==> config.mk <==
export PLATFORM = sky130hd
export DESIGN_NAME = pccm_ctrl
export DESIGN_NICKNAME = d
export VERILOG_FILES = /design/src/pccm_pkg.sv /design/src/pccm_ctrl.sv
export SDC_FILE = /design/constraint.sdc
export NUM_CORES = 1
export LEC_CHECK = 0
export BUFFER_PORTS_ARGS = -buffer_cell sky130_fd_sc_hd__buf_2
export CAP_MARGIN = 20
export CORE_AREA = 2 2 39 41
export DETAILED_ROUTE_END_ITERATION = 6
export DIE_AREA = 0 0 41 43
export PLACE_DENSITY = 0.61
export SYNTH_ARGS = -nofsm -noshare
export SYNTH_HDL_FRONTEND = slang
export SYNTH_SLANG_ARGS = --single-unit
==> constraint.sdc <==
create_clock -name clock -period 2.85 [get_ports clock]
set_clock_uncertainty 0.2 [all_clocks]
set_input_delay 0.855 -clock clock [delete_from_list [all_inputs] [get_ports clock]]
set_output_delay 0.855 -clock clock [all_outputs]
set_load 0.05 [all_outputs]
==> src/pccm_pkg.sv <==
`default_nettype none
// ----------------------------------------------------------------------------
// pccm_pkg: shared types and constants of the point cloud centroid mask
// Payload structs, opcodes, controller/datapath command and status, and the
// fixed arithmetic widths of the distance datapath.
// ----------------------------------------------------------------------------
package pccm_pkg;

   // Field widths
   localparam int COORD_BITS = 20;               // signed coordinate, mm
   localparam int RAD_W      = COORD_BITS - 1;   // stored radius, never negative
   localparam int DZ_W       = 16;               // dead zone radius register
   localparam int DZ_SQ_W    = 2 * DZ_W;

   // Point distance from the sensor: |p| <= 2^(C-1)
   localparam int PT_SQ_W    = 2 * COORD_BITS - 1;
   localparam int PT_SUM_W   = PT_SQ_W + 1;

   // Point to centroid distance: |dx| <= 2^C
   localparam int DIFF_W     = COORD_BITS + 1;
   localparam int SQ_W       = 2 * COORD_BITS + 1;
   localparam int DIST_W     = SQ_W + 1;
   localparam int RSQ_W      = 2 * RAD_W;

   // Starting nearest distance: 1000 m squared, in mm^2
   localparam logic [DIST_W-1:0] INIT_MIN_SQ = DIST_W'(64'd1000000000000);

   localparam logic [DZ_W-1:0] DZ_RESET = DZ_W'(1800);
   localparam int MAX_CENTROIDS_DEF = 64;

   typedef enum logic [1:0] {
      OP_CLEAR  = 2'd0,
      OP_APPEND = 2'd1,
      OP_FILTER = 2'd2
   } op_type;

   typedef struct packed {
      logic [1:0]                   opcode;
      logic signed [COORD_BITS-1:0] coord_x;
      logic signed [COORD_BITS-1:0] coord_y;
      logic signed [COORD_BITS-1:0] coord_z;
      logic signed [COORD_BITS-1:0] cover_radius;
   } req_type;

   typedef struct packed {
      logic signed [COORD_BITS-1:0] out_x;
      logic signed [COORD_BITS-1:0] out_y;
      logic signed [COORD_BITS-1:0] out_z;
      logic                         removed;
   } rsp_type;

   // Controller to datapath
   typedef struct packed {
      logic clear;    // empty the centroid table
      logic append;   // append the request as a centroid
      logic load;     // capture the request as the point to filter
      logic start;    // rewind the scan index
      logic issue;    // read the entry at the scan index and advance
      logic emit;     // load the result register
   } cmd_type;

   // Datapath to controller
   typedef struct packed {
      logic dz_hit;   // point lies in the dead zone
      logic empty;    // centroid table is empty
      logic last;     // scan index is the last filled entry
      logic hit;      // scan found a covering centroid
      logic busy;     // scan pipeline still holds entries
   } sts_type;

endpackage
`default_nettype wire

==> src/pccm_ctrl.sv <==
`default_nettype none
// ----------------------------------------------------------------------------
// pccm_ctrl: request sequencer of the centroid mask
// Decodes opcodes, walks a filter request through the dead zone test and the
// table scan, and owns the result valid flag.
// ----------------------------------------------------------------------------
module pccm_ctrl
   import pccm_pkg::*;
(
   input  wire logic       clock,
   input  wire logic       reset,
   input  wire logic       req_valid,
   input  wire logic [1:0] req_opcode,
   output logic            req_ready,
   output logic            rsp_valid,
   input  wire logic       rsp_ready,
   output cmd_type         cmd,
   input  wire sts_type    sts
);

   typedef enum logic [2:0] {
      ST_IDLE,
      ST_SQUARE,
      ST_DECIDE,
      ST_SCAN,
      ST_DRAIN,
      ST_OUTPUT
   } state_type;

   state_type state_ff, state_in;
   logic      rsp_valid_ff, rsp_valid_in;
   logic      req_xfer;

   assign req_ready = (state_ff == ST_IDLE);
   assign req_xfer  = req_valid && req_ready;
   assign rsp_valid = rsp_valid_ff;

   // Next state and datapath commands
   always_comb begin
      state_in     = state_ff;
      rsp_valid_in = rsp_valid_ff && !rsp_ready;
      cmd          = '0;
      case (state_ff)
         ST_IDLE: begin
            if (req_xfer) begin
               case (req_opcode)
                  OP_CLEAR:  cmd.clear  = 1'b1;
                  OP_APPEND: cmd.append = 1'b1;
                  OP_FILTER: begin
                     cmd.load = 1'b1;
                     state_in = ST_SQUARE;
                  end
                  default: ;
               endcase
            end
         end
         ST_SQUARE: state_in = ST_DECIDE;
         ST_DECIDE: begin
            if (sts.dz_hit || sts.empty) begin
               state_in = ST_OUTPUT;
            end else begin
               cmd.start = 1'b1;
               state_in  = ST_SCAN;
            end
         end
         ST_SCAN: begin
            // stop issuing once a covering centroid is found
            if (sts.hit) begin
               state_in = ST_DRAIN;
            end else begin
               cmd.issue = 1'b1;
               if (sts.last) begin
                  state_in = ST_DRAIN;
               end
            end
         end
         ST_DRAIN: begin
            if (!sts.busy) begin
               state_in = ST_OUTPUT;
            end
         end
         ST_OUTPUT: begin
            if (!rsp_valid_ff || rsp_ready) begin
               cmd.emit     = 1'b1;
               rsp_valid_in = 1'b1;
               state_in     = ST_IDLE;
            end
         end
         default: state_in = ST_IDLE;
      endcase
   end

   always_ff @(posedge clock) begin
      if (reset) begin
         state_ff     <= ST_IDLE;
         rsp_valid_ff <= 1'b0;
      end else begin
         state_ff     <= state_in;
         rsp_valid_ff <= rsp_valid_in;
      end
   end

endmodule
`default_nettype wire

### Word level (Yosys, flattened, before mapping)

Index checks and enable logic that the tools add are counted.

| storage, ports and cells | value |
|---|---|
| register bits after elaboration | 4 |
| bits of input ports | 11 |
| output and inout bits | 8 |
| word-level logic and storage cells | 44 |

| operators by class | value |
|---|---|
| eq/ne operators | 12 |
| multiplexer cells | 21 |
| reduce and logical (&&, ||, !) cells | 9 |

Operator list:

| kind | number |
|---|---|
| 2-to-1 mux 3 bit | 9 |
| one-hot mux 3 bit (6 select lines) | 1 |
| 2-to-1 mux 1 bit | 11 |
| equality test 3 x 2 -> 1 bit, second input constant | 2 |
| equality test 3 bit, second input constant | 2 |
| AND reduction 5 bit | 1 |
| != test 2 x 1 -> 1 bit, second input constant | 2 |
| != test 2 bit, second input constant | 2 |
| equality test 3 x 1 -> 1 bit, second input constant | 1 |
| zero test 3 bit | 1 |
| != test 3 bit, second input constant | 1 |
| equality test 2 x 1 -> 1 bit, second input constant | 1 |
| equality test 2 bit, second input constant | 1 |
| logical AND 1 bit | 2 |
| zero test 1 bit | 2 |
| zero test 2 bit | 1 |
| logical OR 1 bit | 2 |

### Logic depth before layout (Yosys ltp)

| logic depth | value |
|---|---|
| word-level depth | 4 |
| depth in mapped cells | 5 |
| gate-level depth less buffers | 4 |

### Least setup slack after synthesis

Ideal clock, no wire load.

| path | value |
|---|---|
| path kind | input port to output port |
| from | in req_opcode[0] |
| to | out cmd[3] (netlist name) |
| arrival time | 2.466 ns |
| data required time | 1.795 ns |
| slack | -0.671 ns |
| stages | 2 |
| buffers on the path | 0 |
| cell sequence | nand3b_1 nor4_1 |

RTL lines:

| element | line | text |
|---|---|---|
| start: declaration | pccm_ctrl.sv:13 | `input wire logic [1:0] req_opcode,` |
| end: declaration | pccm_ctrl.sv:17 | `output cmd_type cmd,` |

==> impl_metrics.env <==
export IMPL_status="finished, final reports clean"
export IMPL_drt_pass1_iter_count=2
export IMPL_worst_slack_ns=0.1968
export IMPL_synth_area_per_cell_sq_um=9.106
export IMPL_ant_nets=0
export IMPL_crit_fanout=3
export IMPL_antenna_found_initial=0
export IMPL_drive_above_1_share=0.5273
export IMPL_hold_path_class="flop to flop"
export IMPL_leakagePower_uw=0.0001974
export IMPL_crit_slowest_cell="buf_2"
export IMPL_drc=0
export IMPL_grt_usage=0.08936
export IMPL_h_tree_depth=1
export IMPL_grt_pass1_vias=285
export IMPL_slew_viol_final=0
export IMPL_startpoint="req_opcode[0]"
export IMPL_clk_pin_slew_ns=0.04
export IMPL_final_util=0.3327
export IMPL_post_cts_buffers=0
export IMPL_reg2reg_to="state_ff[0]$_SDFFE_PP0P_"
export IMPL_r2r_start="state_ff[0]$_SDFFE_PP0P_"
export IMPL_min_period_ns=2.653
export IMPL_crit_arrival_ns=1.60
export IMPL_hold_end="rsp_valid$_SDFF_PP0_"
export IMPL_cp_common_cell="buf_2"
export IMPL_cts_buffers=3
export IMPL_grt_max_degree=12
export IMPL_r2r_slack_ns=1.31
export IMPL_die_h_microns=43
export IMPL_setup_violations=0
export IMPL_ir_drop_v=0.0003462
export IMPL_ios=19
export IMPL_setup_tns_ns=0
export IMPL_synth_nets=47
export IMPL_layout_nets=68
export IMPL_post_place_ws_ns=0.1881
export IMPL_synth_seq_cells=4
export IMPL_synth_seq_area_share=0.2443
export IMPL_hold_ws_ns=0.3070
export IMPL_crit_required_ns=1.80
export IMPL_yosys_area_top_type="dfxtp_1"
export IMPL_holdPathStages=2
export IMPL_period_share=0.9310
export IMPL_start_util=0.2369
export IMPL_via_per_inst=4.592
export IMPL_relSlewSlack=0.6756
export IMPL_die_x_microns=41
export IMPL_cp_end_kind="output pin"
export IMPL_slowest_delay_ns=0.29
export IMPL_tritoncts="built"
export IMPL_cts_sinks=4
export IMPL_worst_setup_path_start_kind="input pin"
export IMPL_core_area_sq_mm=0.001384
export IMPL_worstMarginPinSlew_ns=0.4859
export IMPL_netlist_instances=36
export IMPL_netlist_area_sq_um=327.8
export IMPL_synth_distinct_cells=22
export IMPL_drv_cap=0
export IMPL_wl_microns=644
export IMPL_clockBufferDepth=2
export IMPL_grt_overflow_total=0
export IMPL_rr_worst_depth=4
export IMPL_area_delta_synth_final_pct=40.46
export IMPL_path_buf_inv=2
export IMPL_yosys_warnings=0
export IMPL_powerDensity_mw_per_mm2=837.7
export IMPL_fmax_mhz=376.9
export IMPL_synth_area_top_cells="dfxtp_1, nand2b_1, nand3b_1"
export IMPL_clkLatencyLatePin_ns=0.23
export IMPL_hp_start="rsp_valid$_SDFF_PP0_"
export IMPL_crit_family="buffers and inverters"
export IMPL_vias=326
export IMPL_die_area_sq_mm=0.001763
export IMPL_num_antenna_cells=0
export IMPL_crit_type="input pin to output pin"
export IMPL_synth_top_area_share=0.2443
export IMPL_io_buffers=18
export IMPL_grt_pass1_wl_microns=1069
export IMPL_globalplace_congestion=0.6368
export IMPL_drt_iter0_markers=4
export IMPL_finalHoldViolations=0
export IMPL_cts_resized=0
export IMPL_wire_per_inst_microns=9.070
export IMPL_rsz0062_at_grt="no"
export IMPL_cts_root_buffer="clkbuf_4"
export IMPL_rows=14
export IMPL_hold_buffers=0
export IMPL_cp_cell_sequence="buf_2 > nand3b_1 > nor4_4 > buf_2"
[per-layer routing]
layer | vias to the layer above | global-route usage | share of wire
met5 | - | 0 | 0
met3 | 2 | 0.03141 | 0.087
met1 | 141 | 0.1061 | 0.41
met2 | 14 | 0.1281 | 0.48
li1 | 169 | - | -
met4 | 0 | 0.06000 | 0.017
[worst max-delay path by stage]
stage	end	slack (ns)	depth (start not counted)
after global routing	cmd[3]	0.15	4
after global placement	cmd[3]	0.20	4
after floorplan	cmd[4]	0.003	3
after detailed placement	cmd[3]	0.19	4
final	cmd[3]	0.20	4
after CTS	cmd[3]	0.18	4
[sequential cells by signal (all words and copies together), names as in the netlist]
signal / count
rsp_valid: 1
state_ff: 3
[placed cells by master (no fill, tap or decap)]
master / Yosys / layout
a21oi_2: 2 / 2
nand3b_1: 3 / 3
nand4b_1: 1 / 1
nor2b_1: 2 / 2
o21a_1: 1 / 1
nand2b_1: 4 / 4
o22ai_1: 1 / 1
nor3_4: 1 / 1
nand2b_2: 1 / 1
nor3_2: 1 / 1
nand2_1: 1 / 1
nor2_1: 2 / 2
dfxtp_1: 4 / 4
a21oi_1: 3 / 3
and4b_1: 1 / 1
o21ai_2: 1 / 1
nor4_4: 0 / 1
and4bb_4: 1 / 1
and4bb_1: 1 / 1
clkbuf_4: 0 / 3
buf_2: 0 / 18
and2b_1: 1 / 1
mux2i_1: 1 / 1
[worst register-to-register path: stages, from the launching register on]
cell	delay, ns
dfxtp_1	0.61
and4bb_4	0.33
and2b_1	0.14
o21ai_2	0.06
a21oi_2	0.14
[cell families (layout without fill, tap and decap cells)]
| group | count (synthesis) | in the layout | share of synthesized area |
|---|---|---|---|
| AO/OA/AOI/OAI | 8 | 8 | 0.1680 |
| buffers and inverters | 2 | 21 | 0.04579 |
| flip-flops | 4 | 4 | 0.2443 |
| multiplexers | 1 | 1 | 0.03054 |
| AND/OR/NAND/NOR | 21 | 21 | 0.5115 |
[power breakdown]
part / internal, uW / total [uW] / switching [uW]
Clock: 47.0 / 69.4 / 22.3
Sequential: 71.7 / 118 / 46.2
Combinational: 74.1 / 198 / 124
Total: 193 / 386 / 193
[final cells by class]
cell class	instances	area (sq um)
fillers	159	923.4
multi-input cells	30	247.7
repair buffers	18	90.09
flip-flops and latches	4	80.08
clock buffers	3	22.52
well taps	16	20.02
[Yosys cell counts]
master,number
nand3b_1,3
nor2b_1,2
nand4b_1,1
nor3_2,1
nor2_1,2
o22ai_1,1
mux2i_1,1
nand2b_1,4
buf_4,2
and4bb_4,1
and4bb_1,1
a21oi_2,2
nor4_1,1
nor3_4,1
a21oi_1,3
o21a_1,1
and2b_1,1
o21ai_2,1
dfxtp_1,4
nand2b_2,1
and4b_1,1
nand2_1,1
[through the flow]
stage,power [uW],std cells,cell area [sq um]
2_1_floorplan,289.2,36,342.8
3_3_place_gp,318.8,68,437.9
3_5_place_dp,320.0,68,437.9
4_1_cts,392.3,71,460.4
5_1_grt,421.1,71,460.4
6_report,385.7,71,460.4
No activity file was read; power rests on OpenSTA's default activity.
